### src/rtl/core/utf8d_pkg.sv
// Shared constants and decode functions for the UTF-8 stream decoder.
package utf8d_pkg;

    // Field widths of the byte and character channels.
    localparam int BYTE_W = 8;
    localparam int CP_W   = 31;
    localparam int LINE_W = 32;

    // Internal queue between the front and back parts; the depth must be a power of two.
    localparam int QUEUE_DEPTH = 4;
    localparam int QPTR_W      = $clog2(QUEUE_DEPTH);
    localparam int QCNT_W      = $clog2(QUEUE_DEPTH + 1);

    // Byte class boundaries.
    localparam logic [BYTE_W-1:0] CONT_MIN  = 8'h80;
    localparam logic [BYTE_W-1:0] CONT_MAX  = 8'hBF;
    localparam logic [BYTE_W-1:0] LEAD3_MIN = 8'hE0;
    localparam logic [BYTE_W-1:0] LEAD4_MIN = 8'hF0;
    localparam logic [BYTE_W-1:0] LEAD5_MIN = 8'hF8;
    localparam logic [BYTE_W-1:0] LEAD6_MIN = 8'hFC;

    // Special code points.
    localparam logic [CP_W-1:0] CP_REPLACEMENT = 31'h0000_FFFD;
    localparam logic [CP_W-1:0] CP_NEWLINE     = 31'h0000_000A;

    // Line counter limits.
    localparam logic [LINE_W-1:0] LINE_FIRST = 32'h0000_0001;
    localparam logic [LINE_W-1:0] LINE_LAST  = 32'hFFFF_FFFF;

    // Number of continuation bytes that follow a lead byte (0xC0 and up).
    function automatic logic [2:0] class_of_lead(input logic [BYTE_W-1:0] lead);
        logic [2:0] cls;
        if (lead < LEAD3_MIN) begin
            cls = 3'd1;
        end else if (lead < LEAD4_MIN) begin
            cls = 3'd2;
        end else if (lead < LEAD5_MIN) begin
            cls = 3'd3;
        end else if (lead < LEAD6_MIN) begin
            cls = 3'd4;
        end else begin
            cls = 3'd5;
        end
        return cls;
    endfunction

    // Mask that keeps the payload bits of a finished sequence.
    function automatic logic [CP_W-1:0] len_mask(input logic [2:0] cls);
        logic [CP_W-1:0] mask;
        case (cls)
            3'd1:    mask = 31'h0000_07FF;
            3'd2:    mask = 31'h0000_FFFF;
            3'd3:    mask = 31'h001F_FFFF;
            3'd4:    mask = 31'h03FF_FFFF;
            default: mask = 31'h7FFF_FFFF;
        endcase
        return mask;
    endfunction

endpackage

### src/rtl/core/utf8d_if.sv
// Valid/ready channel interfaces of the UTF-8 stream decoder.
interface utf8d_byte_if import utf8d_pkg::*; ();
    logic              valid;
    logic              ready;
    logic [BYTE_W-1:0] data_byte;
    logic              end_of_input;

    modport source (output valid, output data_byte, output end_of_input, input ready);
    modport sink   (input valid, input data_byte, input end_of_input, output ready);
endinterface

interface utf8d_cp_if import utf8d_pkg::*; ();
    logic            valid;
    logic            ready;
    logic [CP_W-1:0] code_point;

    modport source (output valid, output code_point, input ready);
    modport sink   (input valid, input code_point, output ready);
endinterface

interface utf8d_char_if import utf8d_pkg::*; ();
    logic              valid;
    logic              ready;
    logic [CP_W-1:0]   code_point;
    logic [LINE_W-1:0] line_number;

    modport source (output valid, output code_point, output line_number, input ready);
    modport sink   (input valid, input code_point, input line_number, output ready);
endinterface

### src/rtl/core/utf8_stream_decoder.sv
// Top level of the UTF-8 stream decoder with six-byte sequences and line counting.
//
//  Channel | Direction | Payload                          | Transfer
//  i_in    | in        | data_byte[7:0], end_of_input     | valid && ready
//  o_out   | out       | code_point[30:0], line_number    | valid && ready
//
// One byte is taken per clock while the queue has room. The code point of a
// completing byte enters the four-entry queue at the edge that takes the byte
// and moves from there into the output register, from which it transfers
// when the output is ready. Input ready falls only when the queue is full,
// that is with five results waiting behind a stalled output.
// Reset is synchronous and active low; it closes any open sequence and sets
// the line counter to one. Either side may stall without losing a transfer.
module utf8_stream_decoder import utf8d_pkg::*; (
    input  logic          i_clk,
    input  logic          i_rst_n,
    utf8d_byte_if.sink    i_in,
    utf8d_char_if.source  o_out
);

    utf8d_cp_if u_front_cp ();
    utf8d_cp_if u_back_cp ();

    // Byte classification and sequence assembly.
    utf8d_front u_front (
        .i_clk   (i_clk),
        .i_rst_n (i_rst_n),
        .i_in    (i_in),
        .o_cp    (u_front_cp.source)
    );

    // Decoupling queue.
    utf8d_queue u_queue (
        .i_clk   (i_clk),
        .i_rst_n (i_rst_n),
        .i_cp    (u_front_cp.sink),
        .o_cp    (u_back_cp.source)
    );

    // Line counting and output register.
    utf8d_back u_back (
        .i_clk   (i_clk),
        .i_rst_n (i_rst_n),
        .i_cp    (u_back_cp.sink),
        .o_out   (o_out)
    );

    // The line number shown is never zero.
    a_line_nonzero: assert property (@(posedge i_clk) disable iff (!i_rst_n)
        o_out.valid |-> o_out.line_number != '0)
        else $error("line number is zero");

    // Line numbers never go back between results.
    a_line_monotonic: assert property (@(posedge i_clk) disable iff (!i_rst_n)
        (o_out.valid && $past(o_out.valid && o_out.ready && i_rst_n))
        |-> o_out.line_number >= $past(o_out.line_number))
        else $error("line number decreased");

    // Only a newline moves the line number on.
    a_line_step_on_newline: assert property (@(posedge i_clk) disable iff (!i_rst_n)
        (o_out.valid && $past(o_out.valid && o_out.ready && i_rst_n)
         && o_out.line_number != $past(o_out.line_number))
        |-> o_out.code_point == CP_NEWLINE)
        else $error("line number changed without a newline");

endmodule

### src/rtl/core/utf8d_front.sv
// Front part: accepts bytes, tracks the open sequence and emits decoded code points.
module utf8d_front import utf8d_pkg::*; (
    input  logic         i_clk,
    input  logic         i_rst_n,
    utf8d_byte_if.sink   i_in,
    utf8d_cp_if.source   o_cp
);

    logic [CP_W-1:0] r_acc, n_acc;
    logic [2:0]      r_rem, n_rem;
    logic [2:0]      r_cls, n_cls;
    logic            accept;
    logic            emit;
    logic [CP_W-1:0] cp;
    logic [CP_W-1:0] shifted;
    logic [2:0]      lead_cls;

    // A byte is taken whenever the queue has room for a possible result.
    assign i_in.ready = o_cp.ready;
    assign accept     = i_in.valid && i_in.ready;
    assign shifted    = {r_acc[CP_W-7:0], i_in.data_byte[5:0]};
    assign lead_cls   = class_of_lead(i_in.data_byte);

    // Classify the byte against the sequence state.
    always_comb begin
        n_acc = r_acc;
        n_rem = r_rem;
        n_cls = r_cls;
        emit  = 1'b0;
        cp    = '0;
        if (accept) begin
            if (i_in.end_of_input) begin
                // End of input inside a sequence yields a replacement character.
                if (r_rem != 3'd0) begin
                    emit  = 1'b1;
                    cp    = CP_REPLACEMENT;
                    n_acc = '0;
                    n_rem = 3'd0;
                    n_cls = 3'd0;
                end
            end else if (r_rem != 3'd0) begin
                // Continuation: append six bits, finish when the last one arrives.
                n_acc = shifted;
                n_rem = r_rem - 3'd1;
                if (r_rem == 3'd1) begin
                    emit  = 1'b1;
                    cp    = shifted & len_mask(r_cls);
                    n_acc = '0;
                    n_cls = 3'd0;
                end
            end else if (i_in.data_byte < CONT_MIN) begin
                emit = 1'b1;
                cp   = {{(CP_W-BYTE_W){1'b0}}, i_in.data_byte};
            end else if (i_in.data_byte inside {[CONT_MIN:CONT_MAX]}) begin
                // Stray continuation byte.
                emit = 1'b1;
                cp   = CP_REPLACEMENT;
            end else begin
                // Lead byte opens a sequence.
                n_cls = lead_cls;
                n_rem = lead_cls;
                n_acc = {{(CP_W-BYTE_W){1'b0}}, i_in.data_byte};
            end
        end
    end

    assign o_cp.valid      = emit;
    assign o_cp.code_point = cp;

    // Sequence state.
    always_ff @(posedge i_clk) begin
        if (!i_rst_n) begin
            r_acc <= '0;
            r_rem <= 3'd0;
            r_cls <= 3'd0;
        end else begin
            r_acc <= n_acc;
            r_rem <= n_rem;
            r_cls <= n_cls;
        end
    end

endmodule

### src/rtl/core/utf8d_queue.sv
// Short queue of code points between the front and back parts.
module utf8d_queue import utf8d_pkg::*; (
    input  logic        i_clk,
    input  logic        i_rst_n,
    utf8d_cp_if.sink    i_cp,
    utf8d_cp_if.source  o_cp
);

    localparam logic [QCNT_W-1:0] DEPTH_CNT = QCNT_W'(QUEUE_DEPTH);

    logic [CP_W-1:0]   r_mem [QUEUE_DEPTH];
    logic [QPTR_W-1:0] r_wr, r_rd;
    logic [QCNT_W-1:0] r_count;
    logic              push, pop;

    assign i_cp.ready      = (r_count != DEPTH_CNT);
    assign o_cp.valid      = (r_count != '0);
    assign o_cp.code_point = r_mem[r_rd];
    assign push            = i_cp.valid && i_cp.ready;
    assign pop             = o_cp.valid && o_cp.ready;

    // Storage write.
    always_ff @(posedge i_clk) begin
        if (push) begin
            r_mem[r_wr] <= i_cp.code_point;
        end
    end

    // Pointers and fill count.
    always_ff @(posedge i_clk) begin
        if (!i_rst_n) begin
            r_wr    <= '0;
            r_rd    <= '0;
            r_count <= '0;
        end else begin
            if (push) begin
                r_wr <= r_wr + QPTR_W'(1);
            end
            if (pop) begin
                r_rd <= r_rd + QPTR_W'(1);
            end
            if (push && !pop) begin
                r_count <= r_count + QCNT_W'(1);
            end else if (pop && !push) begin
                r_count <= r_count - QCNT_W'(1);
            end
        end
    end

endmodule

### src/rtl/core/utf8d_back.sv
// Back part: counts lines and holds the result in the output register.
module utf8d_back import utf8d_pkg::*; (
    input  logic          i_clk,
    input  logic          i_rst_n,
    utf8d_cp_if.sink      i_cp,
    utf8d_char_if.source  o_out
);

    logic              r_valid;
    logic [CP_W-1:0]   r_cp;
    logic [LINE_W-1:0] r_line_out;
    logic [LINE_W-1:0] r_line, n_line;
    logic              pop;

    assign i_cp.ready = !r_valid || o_out.ready;
    assign pop        = i_cp.valid && i_cp.ready;

    // Saturating line count after the popped character.
    always_comb begin
        n_line = r_line;
        if (i_cp.code_point == CP_NEWLINE && r_line != LINE_LAST) begin
            n_line = r_line + LINE_W'(1);
        end
    end

    // Output register payload.
    always_ff @(posedge i_clk) begin
        if (pop) begin
            r_cp       <= i_cp.code_point;
            r_line_out <= n_line;
        end
    end

    // Output valid and line counter.
    always_ff @(posedge i_clk) begin
        if (!i_rst_n) begin
            r_valid <= 1'b0;
            r_line  <= LINE_FIRST;
        end else begin
            if (pop) begin
                r_valid <= 1'b1;
                r_line  <= n_line;
            end else if (o_out.ready) begin
                r_valid <= 1'b0;
            end
        end
    end

    assign o_out.valid       = r_valid;
    assign o_out.code_point  = r_cp;
    assign o_out.line_number = r_line_out;

endmodule
### src/flat_wrapper.sv
// flat-port wrapper written by rule: the top's interface ports become plain ports
module utf8_stream_decoder_flat import utf8d_pkg::*;
  (i_clk, i_rst_n, i_in_valid, i_in_data_byte, i_in_end_of_input, i_in_ready, o_out_valid, o_out_code_point, o_out_line_number, o_out_ready);
  utf8d_byte_if i_in_i ();
  utf8d_char_if o_out_i ();
  input  logic i_clk;
  input  logic i_rst_n;
  input wire logic [$bits(i_in_i.valid)-1:0] i_in_valid;
  input wire logic [$bits(i_in_i.data_byte)-1:0] i_in_data_byte;
  input wire logic [$bits(i_in_i.end_of_input)-1:0] i_in_end_of_input;
  output wire logic [$bits(i_in_i.ready)-1:0] i_in_ready;
  output wire logic [$bits(o_out_i.valid)-1:0] o_out_valid;
  output wire logic [$bits(o_out_i.code_point)-1:0] o_out_code_point;
  output wire logic [$bits(o_out_i.line_number)-1:0] o_out_line_number;
  input wire logic [$bits(o_out_i.ready)-1:0] o_out_ready;
  assign i_in_i.valid = i_in_valid;
  assign i_in_i.data_byte = i_in_data_byte;
  assign i_in_i.end_of_input = i_in_end_of_input;
  assign i_in_ready = i_in_i.ready;
  assign o_out_valid = o_out_i.valid;
  assign o_out_code_point = o_out_i.code_point;
  assign o_out_line_number = o_out_i.line_number;
  assign o_out_i.ready = o_out_ready;
  utf8_stream_decoder u_core (.i_clk(i_clk), .i_rst_n(i_rst_n), .i_in(i_in_i), .o_out(o_out_i));
endmodule
### config.mk
export PLATFORM = sky130hd
export DESIGN_NAME = utf8_stream_decoder_flat
export DESIGN_NICKNAME = d
export VERILOG_FILES = /design/src/rtl/core/utf8d_pkg.sv /design/src/rtl/core/utf8d_if.sv /design/src/rtl/core/utf8_stream_decoder.sv /design/src/rtl/core/utf8d_front.sv /design/src/rtl/core/utf8d_queue.sv /design/src/rtl/core/utf8d_back.sv /design/src/flat_wrapper.sv
export SDC_FILE = /design/constraint.sdc
export NUM_CORES = 1
export LEC_CHECK = 0
export ABC_AREA = 1
export BUFFER_PORTS_ARGS = -buffer_cell sky130_fd_sc_hd__buf_4
export CAP_MARGIN = 10
export CORE_ASPECT_RATIO = 0.5
export CORE_MARGIN = 2
export CORE_UTILIZATION = 55
export DETAILED_ROUTE_END_ITERATION = 16
export PLACE_DENSITY = 0.75
export SLEW_MARGIN = 20
export SYNTH_ARGS = -nofsm -noshare
export SYNTH_HDL_FRONTEND = slang
export SYNTH_SLANG_ARGS = --single-unit
### constraint.sdc
create_clock -name i_clk -period 8 [get_ports i_clk]
set_clock_uncertainty 0.15 [all_clocks]
set_input_delay 2 -clock i_clk [delete_from_list [all_inputs] [get_ports i_clk]]
set_output_delay 2 -clock i_clk [all_outputs]
set_load 0.005 [all_outputs]
==> summary.txt <==
Detailed routing
  – Post-Route WL: 26,600 um
  – Via count: 9,028
  – Vias per inst: 5.46
  – Residual DRC: 0
  – 1st-pass router iterations: 7
  – Routed Antenna Nets: 0
  – Drt wl/cell: 16.1 um
  – DRT iter0 DRCs: 901

Worst setup path
  – Crit path kind: in -> reg
  – Max incr delay on CP: 860 ps
  – CP Capture Type: flop
  – CP Data Required Time: 8280 ps
  – Worst Path Max Fanout: 27
  – Crit start category: input port
  – CP Cell Sequence: buf_4 -> nor2_1 -> a31oi_4 -> clkinv_1 -> ha_1 -> inv_1 -> fa_1 -> o21ai_0 -> a21oi_1
  – Crit path DAT: 4740 ps
  – CP max-delay cell: clkinv_1

Die
  – Starting density of the core: 56.8%
  – Chip height: 108 um
  – Io pins: 78
  – Core area: 0.0208 mm^2
  – FP Rows: 37
  – Die Width: 211 um
  – Die area: 0.0228 mm^2

Logic synthesis
  – Register area share after synthesis: 59.8%
  – Synthesis-stage register bit count: 260
  – Adder-cell share of the synthesized area: 1.12%
  – Synth Area per Inst: 9.09 um^2
  – Syn Nets: 1,325
  – Area leader, netlist: edfxtp_1
  – Mux contribution to synthesized area: 0%
  – Ys Warns: 0
  – Xor and xnor area share after synthesis: 1.70%
  – Yosys top cell area share: 47.5%
  – Area fraction in and, or, nand and nor cells after synthesis: 25.1%
  – Cell Area, Synth: 0.0118 mm^2
  – Top post-synthesis cells by area: edfxtp_1 47%, nand2_1 13%, dfxtp_1 12%
  – Compound-Gate Fraction of Synth Area: 5.12%
  – Largest family of logic cells by synthesized area: simple AND/OR/NAND/NOR gates
  – Distinct cells, synth: 40
  – Post-synthesis cell count: 1,302

Place
  – HPWL after detailed placement: 17,700 um
  – Buffers on Ports: 77
  – GPL Wtd Cong: 0.938
  – DP Worst Slack: 2900 ps

Power
  – P_leak: 5.59 nW
  – Power density cells: 353 mW/mm^2
  – Maximum VDD drop: 0.162 mV
  – Total power: 4.70 mW

Timing
  – Setup TNS: 0 ps
  – Worst-margin pin slew: 1010 ps
  – Minimum clock period: 4460 ps
  – Slack of the critical path: 3540 ps
  – Unrepaired setup endpoints after global routing: no
  – Slew Viols, Final: 0
  – Share of the cycle needed by the critical path after routing: 55.7%
  – Rel. slew slack: 31.6%
  – Hold slack: 313 ps
  – FMAX: 224 MHz
  – Final Hold Violating Endpoints: 0
  – Final setup violation count: 0

GRT
  – First-pass GRT wire length: 43,400 um
  – Total GRT Usage: 24.3%
  – Total gr overflow: 0
  – Vias in the first global route: 8,727
  – Initial antenna violation count: 0
  – Largest net degree at the start of global routing: 92

CTS
  – H-tree levels: 1
  – Worst-path clk slew: 70 ps
  – Clk sinks: 260
  – CTS tree: yes
  – CTS buffer count: 23
  – Worst-Skew Late Latency: 540 ps
  – Post-CTS Hold Fix Bufs: 0
  – Root Driver: clkbuf_16
  – # Post-CTS Setup Buffers: 0
  – Clock Tree Buf Depth: 3
  – Post-cts sizing count: 0

Final layout
  – Antenna diode count: 0
  – Layout cell share with drive strength beyond 1: 10.7%
  – Layout Nets: 1,385
  – Area Growth Syn to Fin: 12.5%

Min path
  – Hold WC Path Type: reg -> reg

Outcome
  – Outcome: finished clean

Flow run
  – Max Cap Viol: 0
area by class of cell:
| class | instances | area [um^2] |
|---|---|---|
| fillers | 1718 | 7520 |
| flip-flops and latches | 260 | 7080 |
| multi-input cells | 845 | 3930 |
| repair buffers | 88 | 661 |
| clock buffers | 30 | 622 |
| inverters | 144 | 543 |
| well taps | 273 | 342 |
| clock inverters | 12 | 139 |
flip-flops by register name, indices dropped and copies added, names as in the netlist, 2 cells and up, named ones only:
name                             count
u_core.u_front.r_rem                 3
u_core.u_queue.r_count               3
u_core.u_queue.r_mem               124
u_core.u_back.r_line                32
u_core.u_front.r_cls                 3
u_core.u_back.o_out.line_number     32
u_core.u_front.r_acc                25
u_core.u_queue.r_rd                  2
u_core.u_queue.r_wr                  2
u_core.u_back.o_out.code_point      31
cell usage in the layout (no fill, tap or decap), types with 2 or more instances in the layout:
| master | count |
|---|---|
| nor2_1 | 118 |
| a22oi_1 | 2 |
| nand4_1 | 40 |
| nand3_1 | 122 |
| a211oi_1 | 10 |
| o21ai_0 | 13 |
| nand2_1 | 396 |
| clkbuf_1 | 5 |
| xor2_1 | 21 |
| or2_2 | 2 |
| ha_1 | 9 |
| buf_4 | 88 |
| o211ai_1 | 2 |
| edfxtp_1 | 187 |
| inv_1 | 136 |
| clkinv_1 | 2 |
| bufinv_16 | 2 |
| clkinv_2 | 5 |
| nor3_1 | 10 |
| o21a_1 | 2 |
| xnor2_1 | 2 |
| inv_2 | 5 |
| clkinv_4 | 2 |
| clkbuf_16 | 23 |
| dfxtp_1 | 72 |
| clkbuf_8 | 2 |
| nor2_2 | 7 |
| a21oi_1 | 72 |
| nand2b_1 | 3 |
| nor2_4 | 2 |
cells in the mapped netlist (all sizes together):
| cell | n |
|---|---|
| a21oi | 72 |
| clkbuf | 22 |
| buf | 31 |
| nand3 | 124 |
| and3 | 1 |
| nand4 | 40 |
| a211oi | 10 |
| o211ai | 2 |
| and2 | 1 |
| xor2 | 21 |
| edfxtp | 187 |
| o311ai | 1 |
| o31ai | 1 |
| a221oi | 1 |
| o21a | 2 |
| nand2b | 3 |
| nand2 | 396 |
| nor2 | 127 |
| dfxtp | 73 |
| xnor2 | 2 |
| fa | 1 |
| o21ai | 14 |
| nor3 | 10 |
| ha | 9 |
| a31oi | 2 |
| o21bai | 1 |
| inv | 143 |
| a22oi | 2 |
| or2 | 2 |
| clkinv | 1 |
routing by layer:
| layer | track usage (%) | wire [um] | vias to the layer above |
|---|---|---|---|
| met3 | 4.75 | 2050 | 38 |
| met2 | 41.2 | 12700 | 326 |
| met1 | 32.4 | 11500 | 4234 |
| met5 | 0 | 0 | - |
| met4 | 5.89 | 433 | 0 |
| li1 | - | - | 4430 |
kinds of logic (layout without fill, tap and decap cells):
kind of cell	count (synthesis)	count (layout)
adder cells (fa/ha/maj)	10	10
XOR/XNOR	23	23
buffers and inverters	197	274
AO/OA/AOI/OAI	108	108
AND/OR/NAND/NOR	704	704
flip-flops	260	260
per-stage QoR:
| step | cell area (um^2) | utilization (%) | cells |
|---|---|---|---|
| 6_report | 13300 | 63.9 | 1652 |
| 5_1_grt | 13300 | 63.9 | 1652 |
| 4_1_cts | 13300 | 63.9 | 1652 |
| 3_5_place_dp | 12500 | 60.2 | 1610 |
| 3_3_place_gp | 12500 | 60.2 | 1609 |
| 2_1_floorplan | 11800 | - | 1302 |
final timing paths:
kind                                 start                                   to  slack, ps  cells past startpoint
hold / removal    u_core.u_front.r_acc[24]             u_core.u_front.r_acc[24]        310                      2
hold reg to reg   u_core.u_front.r_acc[24]             u_core.u_front.r_acc[24]        310                      2
setup / recovery               o_out_ready            u_core.u_queue.r_count[1]       3540                      9
setup reg to reg                      flop  u_core.u_back.o_out.line_number[12]       4070                     12
critical path, delay by kind of cell:
family / cells / cell delay [ps]
buf+inv: 3 / 1030
compound gates: 3 / 720
simple gates: 1 / 60
fa+ha+maj: 2 / 930
where the power goes:
part | switching [mW] | total, mW | internal [mW]
registers | 0.185 | 2.05 | 1.87
logic | 0.977 | 1.52 | 0.546
clock network | 0.502 | 1.13 | 0.624
Power figures use the tool's default switching activity.
